`config.mk`:
```
export PLATFORM = sky130hd
export DESIGN_NAME = lms_adaptive_noise_canceller_unit
export DESIGN_NICKNAME = d
export VERILOG_FILES = /design/src/design/lanc_pkg.sv /design/src/design/lanc_ram.sv /design/src/design/lanc_ctrl.sv /design/src/design/lanc_datapath.sv /design/src/design/lms_adaptive_noise_canceller_unit.sv
export SDC_FILE = /design/constraint.sdc
export NUM_CORES = 2
export LEC_CHECK = 0
export BUFFER_PORTS_ARGS = -buffer_cell sky130_fd_sc_hd__clkbuf_2
export CAP_MARGIN = 30
export CORE_ASPECT_RATIO = 0.75
export CORE_MARGIN = 2
export CORE_UTILIZATION = 60
export DETAILED_ROUTE_END_ITERATION = 10
export GPL_TIMING_DRIVEN = 0
export MAX_ROUTING_LAYER = met4
export PLACE_DENSITY = 0.75
export SLEW_MARGIN = 20
export SYNTH_ARGS = -nofsm -noshare
export SYNTH_HDL_FRONTEND = slang
export SYNTH_SLANG_ARGS = --single-unit
```
`constraint.sdc`:
```
create_clock -name clk_i -period 8.7 [get_ports clk_i]
set_input_delay 0 -clock clk_i [delete_from_list [all_inputs] [get_ports clk_i]]
set_output_delay 0 -clock clk_i [all_outputs]
set_load 0.1 [all_outputs]
```
`src/design/lanc_pkg.sv`:
```
package lanc_pkg;

  localparam int SAMPLE_W   = 16;
  localparam int STEP_W     = 15;
  localparam int STEP_SHIFT = 14;
  localparam int Q_SHIFT    = 15;

  localparam logic [STEP_W-1:0] STEP_RESET = 15'd3280;

  // controller -> datapath
  typedef struct packed {
    logic load_in;   // latch input beat, write reference into history
    logic start;     // rewind tap and history pointers
    logic issue;     // read one tap pair this cycle
    logic upd;       // pipeline runs weight update instead of filter
    logic est_load;  // form estimate and error from accumulator
    logic finish;    // load output register, advance mode and position
  } cmd_t;

  // datapath -> controller
  typedef struct packed {
    logic pipe_busy;
    logic out_busy;
  } sts_t;

endpackage

```
`src/design/lanc_ram.sv`:
```
module lanc_ram #(
  parameter int WIDTH = 16,
  parameter int DEPTH = 15
) (
  input  logic                     clk_i,
  input  logic                     we_i,
  input  logic [$clog2(DEPTH)-1:0] waddr_i,
  input  logic [WIDTH-1:0]         wdata_i,
  input  logic                     re_i,
  input  logic [$clog2(DEPTH)-1:0] raddr_i,
  output logic [WIDTH-1:0]         rdata_o
);

  logic [WIDTH-1:0] mem_q [DEPTH];
  logic [WIDTH-1:0] rdata_q;

  always_ff @(posedge clk_i) begin
    if (we_i) begin
      mem_q[waddr_i] <= wdata_i;
    end
    if (re_i) begin
      rdata_q <= mem_q[raddr_i];
    end
  end

  assign rdata_o = rdata_q;

endmodule

```
`src/design/lanc_ctrl.sv`:
```
module lanc_ctrl #(
  parameter int TAPS = 15
) (
  input  logic           clk_i,
  input  logic           rst_ni,
  input  logic           in_valid_i,
  output logic           in_ready_o,
  input  lanc_pkg::sts_t sts_i,
  output lanc_pkg::cmd_t cmd_o
);

  localparam int CW = $clog2(TAPS + 1);

  typedef enum logic [2:0] {
    ST_IDLE,
    ST_FIR,
    ST_EST,
    ST_UPD,
    ST_FIN
  } state_e;

  state_e        state_q;
  logic [CW-1:0] cnt_q;
  logic          issuing;

  assign issuing    = cnt_q < CW'(TAPS);
  assign in_ready_o = (state_q == ST_IDLE);

  always_comb begin
    cmd_o = '0;
    unique case (state_q)
      ST_IDLE: begin
        cmd_o.load_in = in_valid_i;
        cmd_o.start   = in_valid_i;
      end
      ST_FIR: begin
        cmd_o.issue = issuing;
      end
      ST_EST: begin
        cmd_o.est_load = 1'b1;
        cmd_o.start    = 1'b1;
      end
      ST_UPD: begin
        cmd_o.issue = issuing;
        cmd_o.upd   = 1'b1;
      end
      ST_FIN: begin
        cmd_o.finish = !sts_i.out_busy;
      end
      default: begin
        cmd_o = '0;
      end
    endcase
  end

  always_ff @(posedge clk_i or negedge rst_ni) begin
    if (!rst_ni) begin
      state_q <= ST_IDLE;
      cnt_q   <= '0;
    end else begin
      if (cmd_o.start) begin
        cnt_q <= '0;
      end else if (cmd_o.issue) begin
        cnt_q <= cnt_q + CW'(1);
      end
      unique case (state_q)
        ST_IDLE: begin
          if (in_valid_i) state_q <= ST_FIR;
        end
        ST_FIR: begin
          if (!issuing && !sts_i.pipe_busy) state_q <= ST_EST;
        end
        ST_EST: begin
          state_q <= ST_UPD;
        end
        ST_UPD: begin
          if (!issuing && !sts_i.pipe_busy) state_q <= ST_FIN;
        end
        ST_FIN: begin
          if (!sts_i.out_busy) state_q <= ST_IDLE;
        end
        default: begin
          state_q <= ST_IDLE;
        end
      endcase
    end
  end

  a_no_second_accept: assert property (@(posedge clk_i) disable iff (!rst_ni)
    in_valid_i && in_ready_o |=> !in_ready_o)
    else $error("input accepted on consecutive cycles");

  a_est_after_drain: assert property (@(posedge clk_i) disable iff (!rst_ni)
    state_q == ST_EST |-> !sts_i.pipe_busy)
    else $error("estimate formed while filter pipeline still busy");

  a_idle_drained: assert property (@(posedge clk_i) disable iff (!rst_ni)
    state_q == ST_IDLE |-> !sts_i.pipe_busy)
    else $error("pipeline busy while idle");

  a_ready_after_finish: assert property (@(posedge clk_i) disable iff (!rst_ni)
    $rose(in_ready_o) |-> $past(cmd_o.finish))
    else $error("ready returned without delivering a result");

endmodule

```
`src/design/lanc_datapath.sv`:
```
module lanc_datapath #(
  parameter int TAPS = 15
) (
  input  logic                                  clk_i,
  input  logic                                  rst_ni,
  input  lanc_pkg::cmd_t                        cmd_i,
  output lanc_pkg::sts_t                        sts_o,
  input  logic                                  cfg_valid_i,
  input  logic        [lanc_pkg::STEP_W-1:0]    cfg_data_i,
  input  logic signed [lanc_pkg::SAMPLE_W-1:0]  primary_i,
  input  logic signed [lanc_pkg::SAMPLE_W-1:0]  reference_i,
  input  logic                                  button_i,
  output logic                                  out_valid_o,
  input  logic                                  out_ready_i,
  output logic signed [lanc_pkg::SAMPLE_W-1:0]  out_sample_o,
  output logic signed [lanc_pkg::SAMPLE_W-1:0]  error_sample_o,
  output logic signed [lanc_pkg::SAMPLE_W-1:0]  estimate_sample_o,
  output logic                                  cancel_mode_o
);

  localparam int SW    = lanc_pkg::SAMPLE_W;
  localparam int AW    = $clog2(TAPS);
  localparam int PW    = 2 * SW;
  localparam int ACC_W = PW + $clog2(TAPS) + 1;
  localparam int SH_W  = ACC_W - lanc_pkg::Q_SHIFT;
  localparam int T1_W  = PW - lanc_pkg::STEP_SHIFT;
  localparam int P2_W  = SW + T1_W;

  // control state
  logic [lanc_pkg::STEP_W-1:0] step_q;
  logic [AW-1:0]               pos_q;
  logic [AW-1:0]               tap_q;
  logic [AW-1:0]               idx_q;
  logic [TAPS-1:0]             hv_q;
  logic [TAPS-1:0]             wv_q;
  logic                        v1_q, v2_q, v3_q;
  logic                        flag_q, prev_q;
  logic                        ovalid_q;

  // payload
  logic signed [SW-1:0]    d_q;
  logic                    btn_q;
  logic                    wv1_q, hv1_q;
  logic [AW-1:0]           a1_q, a2_q, a3_q;
  logic signed [SW-1:0]    w2_q, w3_q;
  logic signed [PW-1:0]    p1_q;
  logic signed [P2_W-1:0]  p2_q;
  logic signed [ACC_W-1:0] acc_q;
  logic signed [SW-1:0]    est_q, err_q;
  logic signed [SW-1:0]    oout_q, oerr_q, oest_q;
  logic                    omode_q;

  logic [SW-1:0]             w_rdata, x_rdata;
  logic signed [SW-1:0]      w1, x1;
  logic signed [SW:0]        ma, mb;
  logic signed [2*SW+1:0]    mul_a;
  logic signed [T1_W-1:0]    t1;
  logic signed [P2_W-1:0]    mul_b;
  logic signed [SW-1:0]      w_new;
  logic signed [ACC_W-1:0]   rnd;
  logic signed [SH_W-1:0]    sh;
  logic [SH_W-SW:0]          sh_hi;
  logic signed [SW-1:0]      est_d, err_d;
  logic [AW-1:0]             idx_dn;

  lanc_ram #(.WIDTH(SW), .DEPTH(TAPS)) u_hist_ram (
    .clk_i   (clk_i),
    .we_i    (cmd_i.load_in),
    .waddr_i (pos_q),
    .wdata_i (reference_i),
    .re_i    (cmd_i.issue),
    .raddr_i (idx_q),
    .rdata_o (x_rdata)
  );

  lanc_ram #(.WIDTH(SW), .DEPTH(TAPS)) u_weight_ram (
    .clk_i   (clk_i),
    .we_i    (v3_q),
    .waddr_i (a3_q),
    .wdata_i (w_new),
    .re_i    (cmd_i.issue),
    .raddr_i (tap_q),
    .rdata_o (w_rdata)
  );

  // entries never written read as zero
  assign w1 = wv1_q ? signed'(w_rdata) : '0;
  assign x1 = hv1_q ? signed'(x_rdata) : '0;

  assign ma    = cmd_i.upd ? signed'({2'b00, step_q}) : signed'({w1[SW-1], w1});
  assign mb    = {x1[SW-1], x1};
  assign mul_a = ma * mb;

  // floor shifts drop low bits of the registered products
  assign t1    = signed'(p1_q[PW-1:lanc_pkg::STEP_SHIFT]);
  assign mul_b = err_q * t1;
  assign w_new = w3_q + signed'(p2_q[lanc_pkg::Q_SHIFT+SW-1:lanc_pkg::Q_SHIFT]);

  assign rnd   = acc_q + ACC_W'(1 << (lanc_pkg::Q_SHIFT - 1));
  assign sh    = signed'(rnd[ACC_W-1:lanc_pkg::Q_SHIFT]);
  assign sh_hi = sh[SH_W-1:SW-1];

  always_comb begin
    if ((sh_hi == '0) || (sh_hi == '1)) begin
      est_d = sh[SW-1:0];
    end else if (sh[SH_W-1]) begin
      est_d = {1'b1, {(SW-1){1'b0}}};
    end else begin
      est_d = {1'b0, {(SW-1){1'b1}}};
    end
  end

  assign err_d  = d_q - est_d;
  assign idx_dn = (idx_q == '0) ? AW'(TAPS - 1) : idx_q - AW'(1);

  always_ff @(posedge clk_i or negedge rst_ni) begin
    if (!rst_ni) begin
      step_q   <= lanc_pkg::STEP_RESET;
      pos_q    <= '0;
      tap_q    <= '0;
      idx_q    <= '0;
      hv_q     <= '0;
      wv_q     <= '0;
      v1_q     <= 1'b0;
      v2_q     <= 1'b0;
      v3_q     <= 1'b0;
      flag_q   <= 1'b0;
      prev_q   <= 1'b0;
      ovalid_q <= 1'b0;
    end else begin
      if (cfg_valid_i) begin
        step_q <= cfg_data_i;
      end
      if (cmd_i.load_in) begin
        hv_q[pos_q] <= 1'b1;
      end
      if (cmd_i.start) begin
        tap_q <= '0;
        idx_q <= pos_q;
      end else if (cmd_i.issue) begin
        tap_q <= tap_q + AW'(1);
        idx_q <= idx_dn;
      end
      v1_q <= cmd_i.issue;
      v2_q <= v1_q;
      v3_q <= v2_q & cmd_i.upd;
      if (v3_q) begin
        wv_q[a3_q] <= 1'b1;
      end
      if (cmd_i.finish) begin
        pos_q  <= (pos_q == AW'(TAPS - 1)) ? '0 : pos_q + AW'(1);
        prev_q <= btn_q;
        if (!prev_q && btn_q) begin
          flag_q <= !flag_q;
        end
        ovalid_q <= 1'b1;
      end else if (out_ready_i) begin
        ovalid_q <= 1'b0;
      end
    end
  end

  always_ff @(posedge clk_i) begin
    if (cmd_i.load_in) begin
      d_q   <= primary_i;
      btn_q <= button_i;
      acc_q <= '0;
    end else if (v2_q && !cmd_i.upd) begin
      acc_q <= acc_q + {{(ACC_W-PW){p1_q[PW-1]}}, p1_q};
    end
    if (cmd_i.issue) begin
      a1_q  <= tap_q;
      wv1_q <= wv_q[tap_q];
      hv1_q <= hv_q[idx_q];
    end
    p1_q <= mul_a[PW-1:0];
    w2_q <= w1;
    a2_q <= a1_q;
    p2_q <= mul_b;
    w3_q <= w2_q;
    a3_q <= a2_q;
    if (cmd_i.est_load) begin
      est_q <= est_d;
      err_q <= err_d;
    end
    if (cmd_i.finish) begin
      oout_q  <= flag_q ? err_q : d_q;
      oerr_q  <= err_q;
      oest_q  <= est_q;
      omode_q <= flag_q;
    end
  end

  assign sts_o.pipe_busy = v1_q | v2_q | v3_q;
  assign sts_o.out_busy  = ovalid_q & ~out_ready_i;

  assign out_valid_o       = ovalid_q;
  assign out_sample_o      = oout_q;
  assign error_sample_o    = oerr_q;
  assign estimate_sample_o = oest_q;
  assign cancel_mode_o     = omode_q;

  a_wr_in_range: assert property (@(posedge clk_i) disable iff (!rst_ni)
    v3_q |-> a3_q < AW'(TAPS - 1) || a3_q == AW'(TAPS - 1))
    else $error("weight write outside tap range");

  a_wr_only_update: assert property (@(posedge clk_i) disable iff (!rst_ni)
    v3_q |-> cmd_i.upd && !cmd_i.load_in)
    else $error("weight write outside update pass");

  a_finish_drained: assert property (@(posedge clk_i) disable iff (!rst_ni)
    cmd_i.finish |-> !(v1_q || v2_q || v3_q))
    else $error("result loaded while update pipeline busy");

endmodule

```
`src/design/lms_adaptive_noise_canceller_unit.sv`:
```
// LMS adaptive noise canceller, Q15 FIR of TAPS taps.
// Input stream (s_axis_*): one beat carries a primary sample, a reference
// noise sample and the raw button level. Output stream (m_axis_*): one beat
// per input with the selected output, the error, the estimate and the mode.
// Config channel (cfg_*): step size in Q1.14, always ready; write only when
// the block is idle.
// Each item runs through one shared read/multiply pipeline twice: a filter
// pass and a weight update pass, each issuing TAPS tap reads, followed by the
// drain of the memory read and multiplier stages. The next item is accepted
// right after the result is moved to the output register, so a new item is
// not taken while the previous one is still being processed.
// The output register holds one finished beat; while the receiver stalls,
// the next item is accepted and processed, and waits before its result load
// until the held beat is taken.
// Reset clears weights and reference history (per-entry valid bits, no
// clearing pass), write position, mode (passthrough), button history, and
// sets the step size to 3280.
module lms_adaptive_noise_canceller_unit #(
  parameter int TAPS = 15
) (
  input  logic        clk_i,
  input  logic        rst_ni,
  input  logic        cfg_valid_i,
  output logic        cfg_ready_o,
  input  logic [14:0] cfg_data_i,     // step_size
  input  logic        s_axis_tvalid,
  output logic        s_axis_tready,
  input  logic [39:0] s_axis_tdata,   // primary_sample, reference_sample, button_level
  output logic        m_axis_tvalid,
  input  logic        m_axis_tready,
  output logic [47:0] m_axis_tdata,   // out_sample, error_sample, estimate_sample
  output logic [0:0]  m_axis_tuser    // cancel_mode
);

  lanc_pkg::cmd_t cmd;
  lanc_pkg::sts_t sts;

  logic signed [lanc_pkg::SAMPLE_W-1:0] out_sample, error_sample, estimate_sample;
  logic                                 cancel_mode;

  assign cfg_ready_o = 1'b1;

  lanc_ctrl #(.TAPS(TAPS)) u_ctrl (
    .clk_i      (clk_i),
    .rst_ni     (rst_ni),
    .in_valid_i (s_axis_tvalid),
    .in_ready_o (s_axis_tready),
    .sts_i      (sts),
    .cmd_o      (cmd)
  );

  lanc_datapath #(.TAPS(TAPS)) u_datapath (
    .clk_i             (clk_i),
    .rst_ni            (rst_ni),
    .cmd_i             (cmd),
    .sts_o             (sts),
    .cfg_valid_i       (cfg_valid_i),
    .cfg_data_i        (cfg_data_i),
    .primary_i         (s_axis_tdata[15:0]),
    .reference_i       (s_axis_tdata[31:16]),
    .button_i          (s_axis_tdata[32]),
    .out_valid_o       (m_axis_tvalid),
    .out_ready_i       (m_axis_tready),
    .out_sample_o      (out_sample),
    .error_sample_o    (error_sample),
    .estimate_sample_o (estimate_sample),
    .cancel_mode_o     (cancel_mode)
  );

  assign m_axis_tdata = {estimate_sample, error_sample, out_sample};
  assign m_axis_tuser = cancel_mode;

endmodule

```
* After elaboration in Yosys (flattened, before gate mapping)
Memory sizes are Yosys's and may differ from the RTL's. A register that Yosys moved wholly into a read port is not among the register bits. Cells that the tools add are included.
Word-level totals: memories kept 2, input port bits 60, RAM bits 480, bits in registers 314, word-level logic and storage cells 127
Memory list:
- u_datapath.u_hist_ram.mem_q | words 15, width 16, rd ports 1, clocked after Yosys merged registers in 1, write ports 1, line lanc_ram.sv:14 | logic [WIDTH-1:0] mem_q [DEPTH];
- u_datapath.u_weight_ram.mem_q | words 15, width 16, rd ports 1, clocked after Yosys merged registers in 1, write ports 1, line lanc_ram.sv:14
Operators by class: multiplexer cells 39, reduce and logical (&&, ||, !) cells 20, bitwise logic cells 7, multipliers 2, add/sub/neg operators 8, equal/unequal tests 10, magnitude comparators 7
Operators by type and width (number):
- two-way mux 16 bit | 5
- adder 37 x 16 -> 37 bit, second input constant | 1
- adder 37 bit | 1
- multiplier 17 x 16 -> 32 bit | 1
- two-way mux 4 bit | 8
- multiplier 16 x 18 -> 31 bit | 1
- bitwise OR 15 bit | 2
- less-than comparator 4 x 5 -> 1 bit, second input constant | 4
- two-way mux 17 bit | 1
- adder 16 bit | 1
- subtractor 16 bit | 1
- two-way mux 1 bit | 15
- case mux 3 bit (5 select lines) | 1
- adder 4 x 1 -> 4 bit, second input constant | 3
- two-way mux 3 bit | 4
- binary-select mux 1 bit (select 4 bit) | 2
- demux 1 bit (select 4 bit) | 2
- greater-or-equal comparator 4 x 1 -> 1 bit, second input constant | 2
- == test 7 bit, second input constant | 1
- logical NOT 7 bit | 1
- == test 3 x 2 -> 1 bit, second input constant | 2
- logical NOT 1 bit | 6
- logical AND 1 bit | 5
- == test 4 bit, second input constant | 1
- other kinds (17) | 22

* Logic depth before layout (Yosys ltp)
word-level depth 6, depth in mapped cells 30, depth with buffers taken out 28

* Modules after synthesis
A second synthesis with hierarchy kept.
Second synthesis, totals: cells, all modules 4295, area, all modules 52295.2 um2
Modules (own cells, without submodules):
- lanc_datapath | seq. area each 7208.2 um2, cells an instance 3379, instances 1, area an instance 32333.5 um2
- lanc_ram (u_datapath.u_weight_ram) | seq. area each 7687.4 um2, cells an instance 434, instances 1, area an instance 9753.1 um2
- lanc_ram (u_datapath.u_hist_ram) | seq. area each 7687.4 um2, cells an instance 434, instances 1, area an instance 9751.9 um2
- lanc_ctrl | seq. area each 175.2 um2, cells an instance 46, instances 1, area an instance 445.4 um2
- lms_adaptive_noise_canceller_unit | seq. area each 0.0 um2, cells an instance 2, instances 1, area an instance 11.3 um2

* Least setup slack after synthesis
No wires, ideal clock.
kind flip-flop to flip-flop, from register u_ctrl.state_q[2], to register u_datapath.p1_q[24], stages on the path, launching flop included 25, arrival time 7.005 ns, data required time 8.628 ns, path buffers 3, clock period less this slack 7.077 ns, path slack 1.623 ns, path through dfrtp_1 -> clkbuf_1 -> nor3b_1 -> clkbuf_1 -> clkbuf_1 -> nand2_1 -> o21ai_1 -> nand2_1 -> fa_1 -> fa_1 -> fa_1 -> fa_1 -> inv_1 -> fa_1 -> fa_1 -> ha_1 -> a21o_1 -> nand2_1 -> o21ai_1 -> o2bb2ai_1 -> o311a_1 -> or4_1 -> a31o_2 -> a21oi_1 -> xnor2_1
On the way: word-level cells in the longest chain between the ends 4
RTL lines:
- start, declared | line lanc_ctrl.sv:22 | state_e state_q;
- start signal, assigned | line lanc_ctrl.sv:58 | state_q <= ST_IDLE;
- start signal, assigned | line lanc_ctrl.sv:68 | if (in_valid_i) state_q <= ST_FIR;
- start signal, assigned | line lanc_ctrl.sv:71 | if (!issuing && !sts_i.pipe_busy) state_q <= ST_EST;
- == test 3 x 2 -> 1 bit | line lanc_ctrl.sv:31 | unique case (state_q)
- two-way mux 1 bit | line lanc_ctrl.sv:31
- two-way mux 17 bit | line lanc_datapath.sv:90 | assign ma = cmd_i.upd ? signed'({2'b00, step_q}) : signed'({w1[SW-1], w1});
- multiplier 17 x 16 -> 32 bit | line lanc_datapath.sv:92 | assign mul_a = ma * mb;
- net u_datapath.mul_a[24] | line lanc_datapath.sv:56 | logic signed [2*SW+1:0] mul_a;
- end signal, assigned | line lanc_datapath.sv:176 | p1_q <= mul_a[PW-1:0];
- end, declared | line lanc_datapath.sv:46 | logic signed [PW-1:0] p1_q;
The timed path passes the listed nets, and every way through them passes these cells. A chain may end at the register's enable or synchronous reset.

* Final worst setup path
from register u_ctrl.state_q[2], to register u_datapath.p1_q[30]
Same word-level chain as after synthesis.

==> results.md <==
- Outcome: finished clean
- Total grt overflow: 0
- DR pass1 iterations: 6
- Final core utilization: 0.673
- Fin nets: 5,373
- F_max: 120 MHz
- PwrDens: 411 nW/um2
- Kind of critical path: flip-flop to flip-flop
- Max IR drop VDD: 555 uV
- Post-synthesis register bit count: 811
- Syn Inst Count: 4,262
- CP delay by family, top: adder cells
- Net Sw Power: 10.3 mW
- Synth unique cells: 84
- Worst endpoint required time: 9.25 ns
- Mapped Area: 51,700 um2
- Hold Path Class: input pin to flip-flop
- Placer congestion estimate: 1.00
- TritonCTS clock tree: yes
- CP bufs+invs: 6
- IO Pins: 112
- Crit-path max cell delay: 0.95 ns
- Sequential power share: 0.264
- Post-CTS Setup Inserts: 0
- Sw frac: 0.435
- Area Overhead vs Synth: 11.5%
- Placed Instances: 5,551
- CP max FO: 10
- Crit path launch type: flip-flop
- Global-route total usage across every layer: 0.306
- Reg clk slew, reported paths: 0.07 ns
- RSZ-0062 raised after global routing: false
- Worst Skew: 0.0638 ns
- CTS max path bufs: 3
- Sequential share of the synthesized area: 0.440
- Min cycle time layout: 8.32 ns
- Vias: 33,300
- Final HPWL DP: 94,900 um
- 1st-iter DRT viols: 3,297
- Port Buffers: 102
- Crit share post-route: 0.957
- Ys flop type: edfxtp_1
- Area post-placement: 54,400 um2
- Slowest CP cell: fa_1
- Most common cell on crit path: fa_1
- Setup_tns: 0 ns
- Synthesized area per cell: 12.1 um2
- Yosys warning total: 0
- Fin cells: 5,758
- Avg WL per Cell: 22.3 um
- Slew margin rel.: 0.329
- Core Rows: 93
- Layout cell share with drive strength beyond 1: 0.120
- Htree depth: 3
- Clock power frac: 0.147
- Clock latency on the worst-skew pair: 0.68 ns
- Post-synth EDFFs: 616
- CTS sink cnt: 811
- Pleak: 23.9 nW
- Post-layout instance area: 57,700 um2
- Async set or reset register ratio after synthesis: 0.0863
- DIE AREA: 88,600 um2
- Slew Limit Fails: 0
- Residual DRC: 0
- Syn Nets: 5,084
- Final wirelength: 129,000 um
- Max Cap Viol: 0
- Initial antenna violation count: 2
- Pin count of the biggest net entering global routing: 52
- Core area: 85,600 um2
- Internal power: 13.4 mW
- First-pass GRT wire length: 199,000 um
- Die Y: 258 um
- Initial core utilization: 0.604
- Vias in the first global route: 33,800
- CP Capture Type: flip-flop
- Comb pwr share: 0.589
- Die width: 343 um
- ANT nets after route: 0
- CTS Root Cell: clkbuf_16
- Hold Fails Final Rpt: 0
- Drt via density: 5.78
- Final setup fails: 0
- CTS buffer count: 79
- WP data arrival: 8.87 ns
- Worst-margin pin slew: 1.00 ns
per-stage QoR:
| step | hold slack (ns) | setup slack [ns] | power (mW) |
|---|---|---|---|
| 2_1_floorplan | -0.296 | 1.62 | 15.9 |
| 3_3_place_gp | 0.180 | 0.0371 | 19.4 |
| 3_5_place_dp | -0.00336 | 0.391 | 19.9 |
| 4_1_cts | 0.0327 | 0.330 | 23.7 |
| 5_1_grt | 0.0644 | 0.0441 | 25.6 |
| 6_report | 0.0698 | 0.375 | 23.7 |
routing by layer:
layer	routed length [um]	track usage
met1	53900	0.429
met2	58100	0.458
met3	12900	0.0668
met4	3610	0.0865
met5	0	-
flip-flops by register name, summed over array words and instances, names as in the netlist, 15 cells and up:
name	count
u_datapath.u_hist_ram.mem_q	240
u_datapath.u_weight_ram.mem_q	240
u_datapath.acc_q	37
u_datapath.p1_q	32
u_datapath.d_q	16
u_datapath.err_q	16
u_datapath.error_sample_o	16
u_datapath.est_q	16
u_datapath.estimate_sample_o	16
u_datapath.out_sample_o	16
u_datapath.p2_q	16
u_datapath.u_hist_ram.rdata_o	16
u_datapath.u_weight_ram.rdata_o	16
u_datapath.w2_q	16
u_datapath.w3_q	16
u_datapath.hv_q	15
u_datapath.step_q	15
u_datapath.wv_q	15
final cells by class:
class | count | area (um2)
sequential | 811 | 22800
inverter | 640 | 2400
antenna | 1 | 2.50
clock buffer | 99 | 2100
buffer | 160 | 619
tap | 1140 | 1430
fill | 6280 | 28000
timing repair buffer | 209 | 1610
clock inverter | 48 | 539
multi-input combinational | 2650 | 26200
cell usage in the layout (no fill, tap or decap), drive strengths merged, types with 102 or more instances in the layout:
cell / synthesis / layout
inv: 638 / 642
edfxtp: 616 / 616
fa: 531 / 531
nand2: 478 / 478
clkbuf: 141 / 341
nor2: 268 / 268
ha: 231 / 231
and2: 136 / 136
o21ai: 128 / 128
dfxtp: 125 / 125
a21oi: 119 / 119
mux4: 103 / 103
xnor2: 102 / 102
worst paths after layout:
check	cells past startpoint	slack, ns	from	to
worst min register to register	0	0.32	u_datapath.w2_q[0]	u_datapath.w3_q[0]
worst max register to register	25	0.38	u_ctrl.state_q[2]	u_datapath.p1_q[30]
max in group asynchronous	4	7.75	rst_ni	u_datapath.step_q[7]
worst min-delay path	2	0.07	s_axis_tdata[2]	u_datapath.d_q[2]
min in group asynchronous	3	0.55	rst_ni	u_datapath.step_q[10]
worst max-delay path	25	0.38	u_ctrl.state_q[2]	u_datapath.p1_q[30]
power groups by stage:
stage	logic, mW	clock network [mW]	registers, mW
after floorplan	9.86	0	6.08
after global placement	13.1	0	6.29
after detailed placement	13.7	0	6.30
after CTS	13.9	3.54	6.23
after global routing	15.6	3.67	6.30
final	14.0	3.49	6.24
cells in the mapped netlist (all sizes together) (65+ instances only):
master	instances	area (um2)
inv	638	2390
edfxtp	616	18500
fa	531	10600
nand2	478	1790
nor2	268	1010
ha	231	2890
clkbuf	141	531
and2	136	851
o21ai	128	644
dfxtp	125	2500
a21oi	119	607
mux4	103	2320
xnor2	102	901
dfrtp	65	1630
cells by family after synthesis:
| logic type | after synthesis | share of synthesized area |
|---|---|---|
| XOR/XNOR | 144 | 0.0245 |
| other | 1 | 0.0000725 |
| flip-flops | 811 | 0.440 |
| AND/OR/NAND/NOR | 1095 | 0.0955 |
| multiplexers | 202 | 0.0656 |
| adder cells (fa/ha/maj) | 762 | 0.261 |
| AO/OA/AOI/OAI | 446 | 0.0546 |
| buffers and inverters | 801 | 0.0583 |
timing repair:
action | 4_1_cts | 5_1_grt
hold buffers | 58 | 0
endpoints found under the hold margin | 350 | 0
setup endpoints to repair | 0 | 5
resized for setup | 0 | 7
Power figures use the tool's default switching activity.
